==> src/hdl/sofp_pkg.sv <==
package sofp_pkg;

    localparam int BYTE_W          = 8;
    localparam int LEN_W           = 8;
    localparam int FRAME_LEN_W     = 7;
    localparam int BYTE_IDX_W      = 6;
    localparam int DEF_MAX_PAYLOAD = 64;
    localparam int FIFO_DEPTH      = 4;
    localparam int PADDR_W         = 3;
    localparam int PDATA_W         = 32;

    localparam logic [BYTE_W-1:0] DEF_START_BYTE = 8'hAA;

    // Register index is taken from the word address bit of paddr.
    localparam logic REG_START_BYTE = 1'b0;

    typedef enum logic [2:0] {
        PH_HUNT,
        PH_TYPE,
        PH_LEN,
        PH_DATA,
        PH_CHECK
    } t_phase;

    typedef enum logic [1:0] {
        BK_CMD,
        BK_RUN,
        BK_WAIT
    } t_bk_state;

    typedef struct packed {
        logic              is_emit;
        logic [BYTE_W-1:0] data;
        logic [LEN_W-1:0]  aux;
    } t_cmd;

endpackage

==> src/hdl/sofp_front.sv <==
module sofp_front #(
    parameter int MAX_PAYLOAD = sofp_pkg::DEF_MAX_PAYLOAD
) (
    input  logic                        i_clk,
    input  logic                        i_rst_n,
    input  logic [sofp_pkg::BYTE_W-1:0] i_start_byte,
    input  logic                        i_valid,
    output logic                        o_ready,
    input  logic [sofp_pkg::BYTE_W-1:0] i_rx_byte,
    input  logic                        i_q_full,
    output logic                        o_push,
    output sofp_pkg::t_cmd              o_cmd
);
    import sofp_pkg::*;

    localparam logic [LEN_W-1:0] MaxLen = LEN_W'(MAX_PAYLOAD);

    t_phase            r_phase, n_phase;
    logic [BYTE_W-1:0] r_type;
    logic [LEN_W-1:0]  r_len;
    logic [LEN_W-1:0]  r_taken;
    logic [BYTE_W-1:0] r_check;
    logic              w_accept;
    logic              w_oversize;
    logic [LEN_W-1:0]  w_taken_inc;

    assign o_ready     = !i_q_full;
    assign w_accept    = i_valid && o_ready;
    assign w_oversize  = i_rx_byte > MaxLen;
    assign w_taken_inc = r_taken + LEN_W'(1);

    always_comb begin
        n_phase = r_phase;
        if (w_accept) begin
            unique case (r_phase)
                PH_HUNT:  n_phase = (i_rx_byte == i_start_byte) ? PH_TYPE : PH_HUNT;
                PH_TYPE:  n_phase = PH_LEN;
                PH_LEN: begin
                    if (w_oversize) begin
                        n_phase = PH_HUNT;
                    end else begin
                        n_phase = (i_rx_byte == '0) ? PH_CHECK : PH_DATA;
                    end
                end
                PH_DATA:  n_phase = (w_taken_inc >= r_len) ? PH_CHECK : PH_DATA;
                PH_CHECK: n_phase = PH_HUNT;
                default:  n_phase = (i_rx_byte == i_start_byte) ? PH_TYPE : PH_HUNT;
            endcase
        end
    end

    always_comb begin
        o_push = 1'b0;
        o_cmd  = '{is_emit: 1'b0, data: i_rx_byte, aux: r_taken};
        if (w_accept) begin
            unique case (r_phase)
                PH_DATA: begin
                    o_push = 1'b1;
                end
                PH_CHECK: begin
                    o_push = (i_rx_byte == r_check);
                    o_cmd  = '{is_emit: 1'b1, data: r_type, aux: r_len};
                end
                default: begin
                    o_push = 1'b0;
                end
            endcase
        end
    end

    always_ff @(posedge i_clk) begin
        if (!i_rst_n) begin
            r_phase <= PH_HUNT;
            r_type  <= '0;
            r_len   <= '0;
            r_taken <= '0;
            r_check <= '0;
        end else begin
            r_phase <= n_phase;
            if (w_accept) begin
                unique case (r_phase)
                    PH_TYPE: begin
                        r_type  <= i_rx_byte;
                        r_check <= i_rx_byte;
                    end
                    PH_LEN: begin
                        r_taken <= '0;
                        if (w_oversize) begin
                            r_check <= '0;
                        end else begin
                            r_len   <= i_rx_byte;
                            r_check <= r_check ^ i_rx_byte;
                        end
                    end
                    PH_DATA: begin
                        r_check <= r_check ^ i_rx_byte;
                        r_taken <= w_taken_inc;
                    end
                    PH_CHECK: begin
                        r_taken <= '0;
                        r_check <= '0;
                    end
                    default: begin
                        r_check <= '0;
                    end
                endcase
            end
        end
    end

endmodule

==> src/hdl/sofp_fifo.sv <==
module sofp_fifo (
    input  logic           i_clk,
    input  logic           i_rst_n,
    input  logic           i_push,
    input  sofp_pkg::t_cmd i_cmd,
    output logic           o_full,
    input  logic           i_pop,
    output logic           o_empty,
    output sofp_pkg::t_cmd o_cmd
);
    import sofp_pkg::*;

    localparam int PtrW = $clog2(FIFO_DEPTH);
    localparam int CntW = $clog2(FIFO_DEPTH + 1);

    t_cmd            r_slot [FIFO_DEPTH];
    logic [PtrW-1:0] r_wr_ptr;
    logic [PtrW-1:0] r_rd_ptr;
    logic [CntW-1:0] r_count;

    assign o_full  = r_count == CntW'(FIFO_DEPTH);
    assign o_empty = r_count == '0;
    assign o_cmd   = r_slot[r_rd_ptr];

    always_ff @(posedge i_clk) begin
        if (i_push) begin
            r_slot[r_wr_ptr] <= i_cmd;
        end
    end

    always_ff @(posedge i_clk) begin
        if (!i_rst_n) begin
            r_wr_ptr <= '0;
            r_rd_ptr <= '0;
            r_count  <= '0;
        end else begin
            if (i_push) begin
                r_wr_ptr <= r_wr_ptr + PtrW'(1);
            end
            if (i_pop) begin
                r_rd_ptr <= r_rd_ptr + PtrW'(1);
            end
            case ({i_push, i_pop})
                2'b10:   r_count <= r_count + CntW'(1);
                2'b01:   r_count <= r_count - CntW'(1);
                default: r_count <= r_count;
            endcase
        end
    end

    a_no_overflow: assert property (@(posedge i_clk) disable iff (!i_rst_n)
        !(i_push && o_full && !i_pop))
        else $error("Command queue written while full.");

    a_no_underflow: assert property (@(posedge i_clk) disable iff (!i_rst_n)
        !(i_pop && o_empty))
        else $error("Command queue read while empty.");

    a_count_bound: assert property (@(posedge i_clk) disable iff (!i_rst_n)
        r_count <= CntW'(FIFO_DEPTH))
        else $error("Command queue fill count out of range.");

endmodule

==> src/hdl/sofp_back.sv <==
module sofp_back #(
    parameter int MAX_PAYLOAD = sofp_pkg::DEF_MAX_PAYLOAD
) (
    input  logic                             i_clk,
    input  logic                             i_rst_n,
    input  logic                             i_q_empty,
    input  sofp_pkg::t_cmd                   i_cmd,
    output logic                             o_pop,
    output logic                             o_valid,
    input  logic                             i_ready,
    output logic [sofp_pkg::BYTE_W-1:0]      o_frame_type,
    output logic [sofp_pkg::FRAME_LEN_W-1:0] o_frame_len,
    output logic [sofp_pkg::BYTE_W-1:0]      o_payload_byte,
    output logic [sofp_pkg::BYTE_IDX_W-1:0]  o_byte_index,
    output logic                             o_has_payload,
    output logic                             o_last
);
    import sofp_pkg::*;

    localparam int AddrW = (MAX_PAYLOAD > 1) ? $clog2(MAX_PAYLOAD) : 1;

    t_bk_state         r_state, n_state;
    logic [BYTE_W-1:0] r_mem [MAX_PAYLOAD];
    logic [BYTE_W-1:0] r_rd_data;
    logic [BYTE_W-1:0] r_type;
    logic [LEN_W-1:0]  r_len;
    logic [LEN_W-1:0]  r_k;
    logic [LEN_W-1:0]  w_k_inc;
    logic              w_slot_free;
    logic              w_mem_we;
    logic              w_latch;
    logic              w_load;
    logic              w_is_last;

    logic                   r_out_valid;
    logic [BYTE_W-1:0]      r_out_type;
    logic [FRAME_LEN_W-1:0] r_out_len;
    logic [BYTE_W-1:0]      r_out_byte;
    logic [BYTE_IDX_W-1:0]  r_out_idx;
    logic                   r_out_has;
    logic                   r_out_last;

    assign w_slot_free = !r_out_valid || i_ready;
    assign w_k_inc     = r_k + LEN_W'(1);
    assign w_is_last   = w_k_inc == r_len;

    always_comb begin
        n_state = r_state;
        unique case (r_state)
            BK_CMD: begin
                if (!i_q_empty && i_cmd.is_emit) begin
                    n_state = BK_RUN;
                end
            end
            BK_RUN: begin
                if (r_len == '0) begin
                    n_state = w_slot_free ? BK_CMD : BK_RUN;
                end else begin
                    n_state = BK_WAIT;
                end
            end
            BK_WAIT: begin
                if (w_slot_free) begin
                    n_state = w_is_last ? BK_CMD : BK_RUN;
                end
            end
            default: n_state = BK_CMD;
        endcase
    end

    always_comb begin
        o_pop    = 1'b0;
        w_mem_we = 1'b0;
        w_latch  = 1'b0;
        w_load   = 1'b0;
        unique case (r_state)
            BK_CMD: begin
                o_pop    = !i_q_empty;
                w_mem_we = !i_q_empty && !i_cmd.is_emit;
                w_latch  = !i_q_empty && i_cmd.is_emit;
            end
            BK_RUN:  w_load = (r_len == '0) && w_slot_free;
            BK_WAIT: w_load = w_slot_free;
            default: o_pop  = 1'b0;
        endcase
    end

    always_ff @(posedge i_clk) begin
        if (w_mem_we) begin
            r_mem[i_cmd.aux[AddrW-1:0]] <= i_cmd.data;
        end
        r_rd_data <= r_mem[r_k[AddrW-1:0]];
    end

    always_ff @(posedge i_clk) begin
        if (!i_rst_n) begin
            r_state     <= BK_CMD;
            r_out_valid <= 1'b0;
            r_type      <= '0;
            r_len       <= '0;
            r_k         <= '0;
        end else begin
            r_state <= n_state;
            if (w_latch) begin
                r_type <= i_cmd.data;
                r_len  <= i_cmd.aux;
                r_k    <= '0;
            end else if (w_load && r_state == BK_WAIT) begin
                r_k <= w_k_inc;
            end
            if (w_load) begin
                r_out_valid <= 1'b1;
            end else if (i_ready) begin
                r_out_valid <= 1'b0;
            end
        end
    end

    always_ff @(posedge i_clk) begin
        if (w_load) begin
            r_out_type <= r_type;
            r_out_len  <= r_len[FRAME_LEN_W-1:0];
            if (r_state == BK_WAIT) begin
                r_out_byte <= r_rd_data;
                r_out_idx  <= r_k[BYTE_IDX_W-1:0];
                r_out_has  <= 1'b1;
                r_out_last <= w_is_last;
            end else begin
                r_out_byte <= '0;
                r_out_idx  <= '0;
                r_out_has  <= 1'b0;
                r_out_last <= 1'b1;
            end
        end
    end

    assign o_valid        = r_out_valid;
    assign o_frame_type   = r_out_type;
    assign o_frame_len    = r_out_len;
    assign o_payload_byte = r_out_byte;
    assign o_byte_index   = r_out_idx;
    assign o_has_payload  = r_out_has;
    assign o_last         = r_out_last;

    a_empty_is_last: assert property (@(posedge i_clk) disable iff (!i_rst_n)
        r_out_valid && !r_out_has |-> r_out_last)
        else $error("Empty-frame beat not marked last.");

    a_no_pop_in_run: assert property (@(posedge i_clk) disable iff (!i_rst_n)
        r_state != BK_CMD |-> !o_pop)
        else $error("Command popped while a frame is being read out.");

endmodule

==> src/hdl/sof_len_xor_frame_parser.sv <==
// Frame parser for a start/type/length/payload/XOR-check byte stream. The front
// end takes one rx byte per cycle whenever the four-entry command queue has room,
// and the back end writes each payload byte it pops from the queue into the
// payload memory. A frame that passes its check is read out one beat at a time,
// each beat a registered memory read followed by the output register load; the
// read-out waits while the output register is full and not taken. The back end
// pops no command while it reads out a frame, so it finishes one frame before it
// stores the next; start, type and length bytes never enter the queue, and a
// check byte enters it only as the emit command of a frame that passes. An empty
// frame gives one beat with has_payload low. Failed frames and oversize lengths
// give no beats. The start byte register sits at address 0 of the APB port.
module sof_len_xor_frame_parser #(
    parameter int MAX_PAYLOAD = sofp_pkg::DEF_MAX_PAYLOAD
) (
    input  logic                             i_clk,
    input  logic                             i_rst_n,
    input  logic                             psel,
    input  logic                             penable,
    input  logic                             pwrite,
    input  logic [sofp_pkg::PADDR_W-1:0]     paddr,
    input  logic [sofp_pkg::PDATA_W-1:0]     pwdata,
    output logic [sofp_pkg::PDATA_W-1:0]     prdata,
    output logic                             pready,
    input  logic                             i_valid,
    output logic                             o_ready,
    input  logic [sofp_pkg::BYTE_W-1:0]      i_rx_byte,
    output logic                             o_valid,
    input  logic                             i_ready,
    output logic [sofp_pkg::BYTE_W-1:0]      o_frame_type,
    output logic [sofp_pkg::FRAME_LEN_W-1:0] o_frame_len,
    output logic [sofp_pkg::BYTE_W-1:0]      o_payload_byte,
    output logic [sofp_pkg::BYTE_IDX_W-1:0]  o_byte_index,
    output logic                             o_has_payload,
    output logic                             o_last
);
    import sofp_pkg::*;

    logic [BYTE_W-1:0] r_start_byte;
    logic              w_cfg_wr;
    logic              w_q_full;
    logic              w_q_empty;
    logic              w_push;
    logic              w_pop;
    t_cmd              w_push_cmd;
    t_cmd              w_head_cmd;

    assign pready   = 1'b1;
    assign w_cfg_wr = psel && penable && pwrite && pready;
    assign prdata   = (paddr[2] == REG_START_BYTE) ? PDATA_W'(r_start_byte) : '0;

    always_ff @(posedge i_clk) begin
        if (!i_rst_n) begin
            r_start_byte <= DEF_START_BYTE;
        end else if (w_cfg_wr && paddr[2] == REG_START_BYTE) begin
            r_start_byte <= pwdata[BYTE_W-1:0];
        end
    end

    sofp_front #(
        .MAX_PAYLOAD(MAX_PAYLOAD)
    ) u_front (
        .i_clk       (i_clk),
        .i_rst_n     (i_rst_n),
        .i_start_byte(r_start_byte),
        .i_valid     (i_valid),
        .o_ready     (o_ready),
        .i_rx_byte   (i_rx_byte),
        .i_q_full    (w_q_full),
        .o_push      (w_push),
        .o_cmd       (w_push_cmd)
    );

    sofp_fifo u_fifo (
        .i_clk  (i_clk),
        .i_rst_n(i_rst_n),
        .i_push (w_push),
        .i_cmd  (w_push_cmd),
        .o_full (w_q_full),
        .i_pop  (w_pop),
        .o_empty(w_q_empty),
        .o_cmd  (w_head_cmd)
    );

    sofp_back #(
        .MAX_PAYLOAD(MAX_PAYLOAD)
    ) u_back (
        .i_clk         (i_clk),
        .i_rst_n       (i_rst_n),
        .i_q_empty     (w_q_empty),
        .i_cmd         (w_head_cmd),
        .o_pop         (w_pop),
        .o_valid       (o_valid),
        .i_ready       (i_ready),
        .o_frame_type  (o_frame_type),
        .o_frame_len   (o_frame_len),
        .o_payload_byte(o_payload_byte),
        .o_byte_index  (o_byte_index),
        .o_has_payload (o_has_payload),
        .o_last        (o_last)
    );

endmodule

==> config.mk <==
export PLATFORM = sky130hd
export DESIGN_NAME = sof_len_xor_frame_parser
export DESIGN_NICKNAME = d
export VERILOG_FILES = /design/src/hdl/sofp_pkg.sv /design/src/hdl/sofp_front.sv /design/src/hdl/sofp_fifo.sv /design/src/hdl/sofp_back.sv /design/src/hdl/sof_len_xor_frame_parser.sv
export SDC_FILE = /design/constraint.sdc
export NUM_CORES = 1
export LEC_CHECK = 0
export BUFFER_PORTS_ARGS = -buffer_cell sky130_fd_sc_hd__buf_4
export CAP_MARGIN = 20
export CORE_MARGIN = 5
export CORE_UTILIZATION = 41
export DETAILED_ROUTE_END_ITERATION = 10
export PLACE_DENSITY = 0.66
export RECOVER_POWER = 50
export SLEW_MARGIN = 25
export SYNTH_ARGS = -nofsm -noshare
export SYNTH_HDL_FRONTEND = slang
export SYNTH_SLANG_ARGS = --single-unit
==> constraint.sdc <==
create_clock -name i_clk -period 3.33 [get_ports i_clk]
set_input_delay 0.333 -clock i_clk [delete_from_list [all_inputs] [get_ports i_clk]]
set_output_delay 0.333 -clock i_clk [all_outputs]
set_load 0.02 [all_outputs]
# After elaboration in Yosys (flattened, before gate mapping)
# Memory sizes are Yosys's and may differ from the RTL's. A register that Yosys moved wholly into a read port is not among the register bits.
# Cells that the tools add are included.
# word_totals
ramBits	580
word_cells	107
ff_bits	108
input_bits	50
n_memories	2
# classes
n_bitwise	4
n_eq_ne	14
reduce_logical	26
muxes	33
order_cmp	2
addsub	6
# memory_table
memory	depth	width	rd	rd_clocked_by_memory_dff	wr	line	rtl
u_back.r_mem	64	8	1	1	1	sofp_back.sv:23	logic [BYTE_W-1:0] r_mem [MAX_PAYLOAD];
u_fifo.r_slot	4	17	1	1	1	sofp_fifo.sv:16	t_cmd r_slot [FIFO_DEPTH];
# op_table
operator	count
two-way mux 17 bit	2
== test 8 bit	3
case mux 8 bit (3 select lines)	1
adder 8 x 1 -> 8 bit, second input constant	2
logical NOT 8 bit	2
two-way mux 8 bit	2
case mux 8 bit (2 select lines)	1
two-way mux 1 bit	14
case mux 3 bit (4 select lines)	1
two-way mux 2 bit	5
two-way mux 3 bit	3
>= comparator 8 bit	1
> comparator 8 x 7 -> 1 bit, second input constant	1
logical AND 1 bit	8
XOR 8 bit	1
== test 3 x 2 -> 1 bit, second input constant	2
== test 3 bit, second input constant	2
case mux 2 bit (3 select lines)	1
case mux 3 bit (2 select lines)	1
AND reduction 2 bit	3
nonzero test 2 bit	3
adder 2 x 1 -> 2 bit, second input constant	2
== test 2 x 1 -> 1 bit, second input constant	2
== test 2 bit, second input constant	2
other kinds (12)	20

# Logic depth before layout (Yosys ltp)
# Gate-level depths: netlist (run 1).
# depth
depth_word	6
mapped_depth	12
depth_no_buf	11

# By module
# From an unflattened synthesis (run 1), not the netlist that was laid out.
# unflattened
hier_cells	1622
hier_area_um2	28398.5
# by_module_without_submodules
module	seq_area_each_um2	area_each_um2	cells_each	n_inst
sofp_back	17006.3	22470.3	1128	1
sofp_fifo	2222.1	2942.8	135	1
sofp_front	700.7	2374.8	289	1
sof_len_xor_frame_parser	160.2	610.6	70	1

# Worst setup path before layout (run 1)
# No wires, ideal clock.
# synth_timing
path_kind	register -> register
startpoint	register u_fifo.r_count[2]
endpoint	register u_fifo.r_count[2]
path_stages_with_launch	13
period_less_slack_ps	2850
path_slack_ps	480
path_buffers	2
setup_time_ps	76
required_time_ps	3254
arrival_time_ps	2775
cell_sequence	dfxtp_1 or3b_4 and2_4 buf_6 and3_4 buf_6 a31oi_4 ha_1 inv_1 fa_1 xor2_1 or3_1 a21boi_0
# synth_between
elab_chain_len	6
word_cells_on_any_way	13
cone_classes	2 x add/sub; 3 x eq/ne; 3 x mux; 5 x reduce/logical
# synth_rtl
element	line	rtl
start: declaration	sofp_fifo.sv:19	logic [CntW-1:0] r_count;
start signal: assignment	sofp_fifo.sv:44	2'b10: r_count <= r_count + CntW'(1);
start signal: assignment	sofp_fifo.sv:45	2'b01: r_count <= r_count - CntW'(1);
start signal: assignment	sofp_fifo.sv:46	default: r_count <= r_count;
== test 3 bit *	sofp_fifo.sv:21	assign o_full = r_count == CntW'(FIFO_DEPTH);
logical NOT 1 bit *	sofp_front.sv:27	assign o_ready = !i_q_full;
net o_ready	sof_len_xor_frame_parser.sv:25	output logic o_ready,
logical AND 1 bit *	sofp_front.sv:28	assign w_accept = i_valid && o_ready;
two-way mux 1 bit *	sofp_front.sv:55	if (w_accept) begin
== test 2 x 1 -> 1 bit / == test 2 bit (equally long branches)	sofp_fifo.sv:43	case ({i_push, i_pop})
case mux 3 bit (2 select lines) / nonzero test 2 bit (equally long branches)	--	
# The timed path passes the listed nets; every way through them passes the cells marked *.
# A chain may end at the register's enable or synchronous reset.

# Worst setup path after layout (run 1)
# layout_timing
startpoint	register u_fifo.r_count[0]
endpoint	register u_fifo.r_count[2]
# layout_between
elab_chain_len	6
word_cells_on_any_way	13
cone_classes	2 x add/sub; 3 x eq/ne; 3 x mux; 5 x reduce/logical
# layout_rtl
element	line
== test 3 bit	sofp_fifo.sv:21
logical NOT 1 bit	sofp_front.sv:27
logical AND 1 bit	sofp_front.sv:28
two-way mux 1 bit	sofp_front.sv:55
== test 2 x 1 -> 1 bit / == test 2 bit (equally long branches)	sofp_fifo.sv:43
case mux 3 bit (2 select lines) / nonzero test 2 bit (equally long branches)	--
# Several ways; a longest one is shown, not always the timed one.

==> results of run 1 <==
==> power breakdown <==
part | switching, uW | leakage, uW | internal [uW] | total, uW
combinational | 651 | 0.00300 | 345 | 996
clock | 3340 | 0.00117 | 4670 | 8010
sequential | 111 | 0.00620 | 9710 | 9820
==> worst register-to-register path: cells and delay by family, from the launching register on <==
kind	cells	cell delay, ns
buffers and inverters	2	0.20
flip-flops	1	0.35
AO/OA/AOI/OAI	2	0.47
AND/OR/NAND/NOR	4	1.10
adder cells (fa/ha/maj)	2	0.62
XOR/XNOR	1	0.15
==> layout by cell type, fill, tap and decap left out, drive strengths merged, types with 19 or more instances in the layout <==
| cell type | netlist | routed |
|---|---|---|
| and2 | 28 | 28 |
| buf | 64 | 113 |
| clkbuf | 38 | 139 |
| clkinv | 0 | 33 |
| conb | 2 | 25 |
| dfxtp | 87 | 87 |
| edfxtp | 611 | 611 |
| ha | 19 | 19 |
| inv | 18 | 21 |
| mux2i | 33 | 33 |
| mux4 | 177 | 177 |
| nand2 | 64 | 64 |
| nand3 | 20 | 20 |
| nor2 | 97 | 97 |
| nor2b | 56 | 56 |
| o21ai | 24 | 24 |
| xor2 | 37 | 37 |
==> logic make-up (layout without fill, tap and decap cells) <==
family                   count (synthesis)  after routing
AO/OA/AOI/OAI                           87             87
XOR/XNOR                                52             52
adder cells (fa/ha/maj)                 20             20
buffers and inverters                  120            320
flip-flops                             698            698
multiplexers                           219            219
other                                    2             25
AND/OR/NAND/NOR                        318            318
==> Yosys cell counts (22+ instances only) <==
cell type	number	area [sq um]
and2_1	27	169
buf_2	22	110
buf_4	27	203
clkbuf_1	38	143
dfxtp_1	87	1740
edfxtp_1	611	18300
mux2i_1	33	330
mux4_2	177	3990
nand2_1	63	236
nor2_1	97	364
nor2b_1	56	350
o21ai_0	24	120
xor2_1	37	324
==> through the flow <==
stage          hold WS, ns  setup slack (ns)  util, %
2_1_floorplan        0.408             0.480        -
3_3_place_gp         0.416             0.389     44.1
3_5_place_dp         0.418             0.388     44.1
4_1_cts             0.0476             0.388     47.7
5_1_grt             0.0905             0.169     47.3
6_report            0.0884             0.366     47.3
==> area by class of cell <==
type | count | area, sq um
tap | 882 | 1100
inverter | 18 | 67.6
fill | 5694 | 35900
clock inverter | 42 | 405
sequential | 698 | 20100
multi-input combinational | 721 | 7400
timing repair buffer | 173 | 1250
clock buffer | 87 | 1950
==> routing by layer <==
metal | up-vias | routed length (um) | GRT usage (%) | share of wire [%]
li1 | 6248 | - | - | -
met1 | 7228 | 25400 | 22.1 | 43
met2 | 396 | 29200 | 26.6 | 49
met3 | 88 | 3860 | 3.89 | 6.5
met4 | 0 | 1200 | 3.84 | 2.0
met5 | - | 0 | 0 | 0
==> worst max-delay path by stage <==
stage / start / to / slack, ns
floorplan: u_fifo.r_count[2] / u_fifo.r_count[2] / 0.48
finish: u_fifo.r_count[0] / u_fifo.r_count[2] / 0.37
CTS: register / u_back.r_mem[16][3] / 0.39
global route: register / u_back.r_mem[27][4] / 0.17
global placement: register / u_back.r_mem[17][5] / 0.39
detailed placement: register / u_back.r_mem[16][4] / 0.39
==> sequential cells by signal, indices dropped and copies added, names as in the netlist, 2 cells and up, named ones only <==
register / count
u_back.o_payload_byte: 8
u_back.r_mem: 512
u_front.r_len: 8
u_front.r_type: 8
u_fifo.r_slot: 68
r_start_byte: 8
u_fifo.r_count: 3
u_front.r_taken: 8
u_back.o_frame_len: 7
u_back.r_rd_data: 8
u_back.r_len: 8
u_back.o_byte_index: 6
u_back.r_state: 2
u_back.r_type: 8
u_fifo.r_wr_ptr: 2
u_fifo.r_rd_ptr: 2
u_front.r_phase: 3
u_back.r_k: 8
u_front.r_check: 8
u_back.o_frame_type: 8
==> impl_metrics.json, run 1 <==
{
  "async_reset_ff_share_pct": 0,
  "yosys-mux-area-fraction_pct": 15.8,
  "grt.total_usage_pct": 16.2,
  "cts-resized-gates": 0,
  "grt_max_degree": 76,
  "power_leakage_uw": 0.0104,
  "ir_drop_mv": 0.316,
  "stdcell_count": 2621,
  "synth_ff_type": "edfxtp_1",
  "cts_hold_buffers": 8,
  "finalNetCount": 1754,
  "ant_nets": 0,
  "clk_pin_slew_ns": 0.06,
  "routabilityCongestion": 0.827,
  "slew_headroom_pct": 27.1,
  "fin_area_sq_um": 32300,
  "ys_types": 61,
  "clockBufferDepth": 3,
  "grt_pass1_vias": 14557,
  "chipHeight_um": 272,
  "tns_ns": 0,
  "hp-start": "i_rx_byte[7]",
  "r2r_setup_slack_ns": 0.37,
  "dp.cells": 2484,
  "cts_root_buf": "clkbuf_16",
  "grt_setup_unrepaired": "no",
  "powerDensity_nw_per_um2": 583,
  "cp_max_fo": 9,
  "ctsHtreeMaxLevel": 3,
  "finalCriticalPeriod_ns": 2.96,
  "synthesis.area_sq_um": 28000,
  "yosys.area_share.simple_pct": 5.73,
  "hold_end": "u_front.r_type[7]",
  "syn_area_per_cell_sq_um": 18.5,
  "grt_pass1_wl_um": 91100,
  "cpPeakStageDelay_ns": 0.46,
  "vias": 13960,
  "synth_edf_count": 611,
  "crit_chain": "or3b_1 -> and2_4 -> nand3_1 -> inv_1 -> a31oi_4 -> ha_1 -> inv_1 -> fa_1 -> xor2_1 -> or3_1 -> a21boi_0",
  "hold_depth": 3,
  "portBuffers": 64,
  "io_pins": 116,
  "cp.arrival_ns": 3.48,
  "seq_area_frac_synth_pct": 71.6,
  "coreArea_sq_um": 68200,
  "reg2reg_to": "u_fifo.r_count[2]",
  "path_common_cell": "inv_1",
  "fin_total_pwr_uw": 18800,
  "worst-path-stages": 11,
  "dieArea_sq_um": 73700,
  "placed_area_sq_um": 30100,
  "syn2layout_area_growth_pct": 15.1,
  "antenna_found_initial": 0,
  "ys_ff_latch": 698,
  "cts_made_buffers": 72,
  "worstSetupStartpointType": "register",
  "layout-drive-gt1-share_pct": 23.5,
  "routedWlPerCell_um": 22.7,
  "path_buf_inv": 2,
  "r2r_cells": 11,
  "post_cts_buffers": 0,
  "start_util_pct": 41.1,
  "endpoint_kind": "register",
  "overflow": 0,
  "synth_top_family_by_area": "multiplexers",
  "slowest_stage": "or3b_1",
  "drt-initial-drc-count": 1051,
  "crit_family": "simple AND/OR/NAND/NOR gates",
  "worstSetupPathType": "register to register",
  "die_w_um": 272,
  "worstReg2RegStart": "u_fifo.r_count[0]",
  "synthXorXnorAreaFrac_pct": 1.62,
  "worstPathRequired_ns": 3.85,
  "firstDrtPassIters": 5,
  "hold_violations": 0,
  "finalSetupViolCount": 0,
  "drv_cap": 0,
  "worst_pin_slew_ns": 1.09,
  "status": "complete, no violations",
  "yosysWarnings": 0,
  "fmax_mhz": 337,
  "synth_cells": 1516,
  "hold_class": "input port to register",
  "clock_sinks": 698,
  "synth_compound_area_share_pct": 2.08,
  "wl_um": 59600,
  "worstSkewPairLatency_ns": 0.62,
  "finalCritPeriodShare_pct": 89.0,
  "skew_ns": 0.0282,
  "cts_tree": "done",
  "drcViolationCount": 0,
  "finalMaxSlewViolations": 0,
  "rows": 96,
  "hpwl_um": 37500,
  "num_antenna_cells": 0,
  "synth_fa_ha_area_share_pct": 0.919,
  "viasPerCell": 5.33
}
Note: power is estimated with default switching activity, not from simulation.
==> run 2: changes to the inputs <==
- CORE_ASPECT_RATIO: default -> 1.5
- CORE_UTILIZATION: 41 -> 45
- PLACE_DENSITY: 0.66 -> 0.7
==> run 2 against run 1 <==
Against the previous run: final area decreased by 1.5%; combinational power fell by 3.7%; clock skew grew 0.0055 ns; largest cell class unchanged; hold slack barely moved; first-iteration DRC count is 8.1% lower; register-to-register slack about the same.
==> impl_metrics.json, run 2 (same netlist as run 1, synthesis figures left out) <==
{
  "worstSetupStartpointType": "register",
  "fillCellCount": 4913,
  "final_cell_mix": "611 x edfxtp_1, 175 x mux4_2, 103 x buf_4, 97 x nor2_1, 84 x dfxtp_1",
  "drv_cap": 0,
  "clockBufferDepth": 3,
  "cts_tree": "done",
  "post-route-util_pct": 51.2,
  "firstDrtPassIters": 5,
  "finalCritPeriodShare_pct": 89.2,
  "ant_nets": 0,
  "ctsHtreeMaxLevel": 2,
  "grt_max_degree": 76,
  "r2r_setup_slack_ns": 0.36,
  "p_clk_share_pct": 38.9,
  "powerDensity_nw_per_um2": 555,
  "layout_setup_ws_ns": 0.360,
  "largest_reg_flops": 512,
  "seqPwrFrac_pct": 55.7,
  "tns_ns": 0,
  "worstSetupPathType": "register to register",
  "cts_root_buf": "clkbuf_16",
  "die_w_um": 214,
  "num_antenna_cells": 0,
  "clk_pin_slew_ns": 0.06,
  "clock_sinks": 698,
  "status": "complete, no violations",
  "vias": 13883,
  "worstPathRequired_ns": 3.65,
  "cp_max_fo": 19,
  "drt-initial-drc-count": 966,
  "hold_violations": 0,
  "slew_headroom_pct": 2.67,
  "grt_pass1_vias": 14388,
  "netSwitchingPower_uw": 3800,
  "antenna_found_initial": 0,
  "cp.arrival_ns": 3.29,
  "coreArea_sq_um": 62100,
  "swShare_pct": 21.5,
  "chipHeight_um": 316,
  "fin_area_sq_um": 31800,
  "routedWlPerCell_um": 22.7,
  "worst_pin_slew_ns": 1.46,
  "place_ws_ns": 0.364,
  "cts_made_buffers": 61,
  "grt.total_usage_pct": 17.0,
  "grt_setup_unrepaired": "no",
  "ir_drop_mv": 0.421,
  "dieArea_sq_um": 67500,
  "seq_area_sq_um": 20100,
  "skew_ns": 0.0336,
  "finalMaxSlewViolations": 0,
  "fmax_mhz": 337,
  "multi_input_area_sq_um": 7410,
  "viasPerCell": 5.49,
  "p_comb_share_pct": 5.4,
  "placed_area_sq_um": 30000,
  "finalCriticalPeriod_ns": 2.97,
  "portBuffers": 64,
  "p_int_uw": 13800,
  "finalSetupViolCount": 0,
  "worstSkewPairLatency_ns": 0.62,
  "endpoint_kind": "register",
  "hpwl_um": 37800,
  "overflow": 0,
  "syn2layout_area_growth_pct": 13.4,
  "start_util_pct": 45.2,
  "layout-drive-gt1-share_pct": 23.0,
  "routabilityCongestion": 0.802,
  "finalNetCount": 1747,
  "grt_pass1_wl_um": 86900,
  "drcViolationCount": 0,
  "hold_class": "input port to register",
  "post_cts_buffers": 0,
  "cts-resized-gates": 0,
  "power_leakage_uw": 0.0102,
  "wl_um": 57300,
  "final_common_cell": "edfxtp_1",
  "io_pins": 116,
  "rows": 112
}
[run 2: cell count changes in the layout (fill, tap and decap cells not counted), sizes merged]
cell,delta
buf,-2
bufinv,-4
clkbuf,-4
clkinv,-4
clkinvlp,+2
dlygate4sd3,+1
inv,+2
[run 2: power by group through the flow]
stage	Sequential [uW]	Clock, uW	Combinational, uW
5_1_grt	9830	7380	1050
2_1_floorplan	9970	0	675
3_5_place_dp	10000	0	990
4_1_cts	9810	7030	999
3_3_place_gp	9990	0	943
6_report	9820	6860	959
[run 2: repair_timing]
item	4_1_cts	5_1_grt
setup endpoints to repair	0	0
hold buffers	9	0
hold endpoints to repair	9	0
[run 2: worst max-delay path, stage by stage, from the launching register on]
cell     delay (ns)
dfxtp_1        0.35
inv_1          0.10
ha_1           0.69
o21ai_0        0.25
nor2_1         0.99
buf_12         0.27
[run 2: layout make-up]
| class | instances | area share, % |
|---|---|---|
| multi-input combinational | 721 | 23.3 |
| clock buffer | 78 | 5.36 |
| timing repair buffer | 177 | 3.93 |
| sequential | 698 | 63.2 |
| tap | 798 | 3.14 |
| inverter | 18 | 0.212 |
| clock inverter | 38 | 0.866 |
[run 2: worst paths after layout]
check | startpoint | to | cells past startpoint
worst max-delay path | u_back.r_state[0] | u_back.o_payload_byte[6] | 5
worst min-delay path | i_rx_byte[4] | u_front.r_type[4] | 3
worst min register to register | u_back.r_type[4] | u_back.o_frame_type[4] | 0
worst max register to register | u_back.r_state[0] | u_back.o_payload_byte[6] | 5
[run 2: through the flow]
step | hold slack [ns] | std cells | total power [uW]
finish | 0.0888 | 2528 | 17600
global route | 0.0935 | 2528 | 18300
CTS | 0.0513 | 2528 | 17800
global placement | 0.413 | 2403 | 10900
floorplan | 0.408 | 1539 | 10600
detailed placement | 0.420 | 2403 | 11000
[run 2: layer usage]
metal | routed length, um | global-route usage (%) | vias to the layer above | part of all wire (%)
li1 | - | - | 6233 | -
met1 | 20600 | 20.0 | 7147 | 36
met2 | 31500 | 31.2 | 388 | 55
met3 | 2740 | 2.48 | 115 | 4.8
met4 | 2460 | 6.75 | 0 | 4.3
met5 | 0 | 0 | - | 0
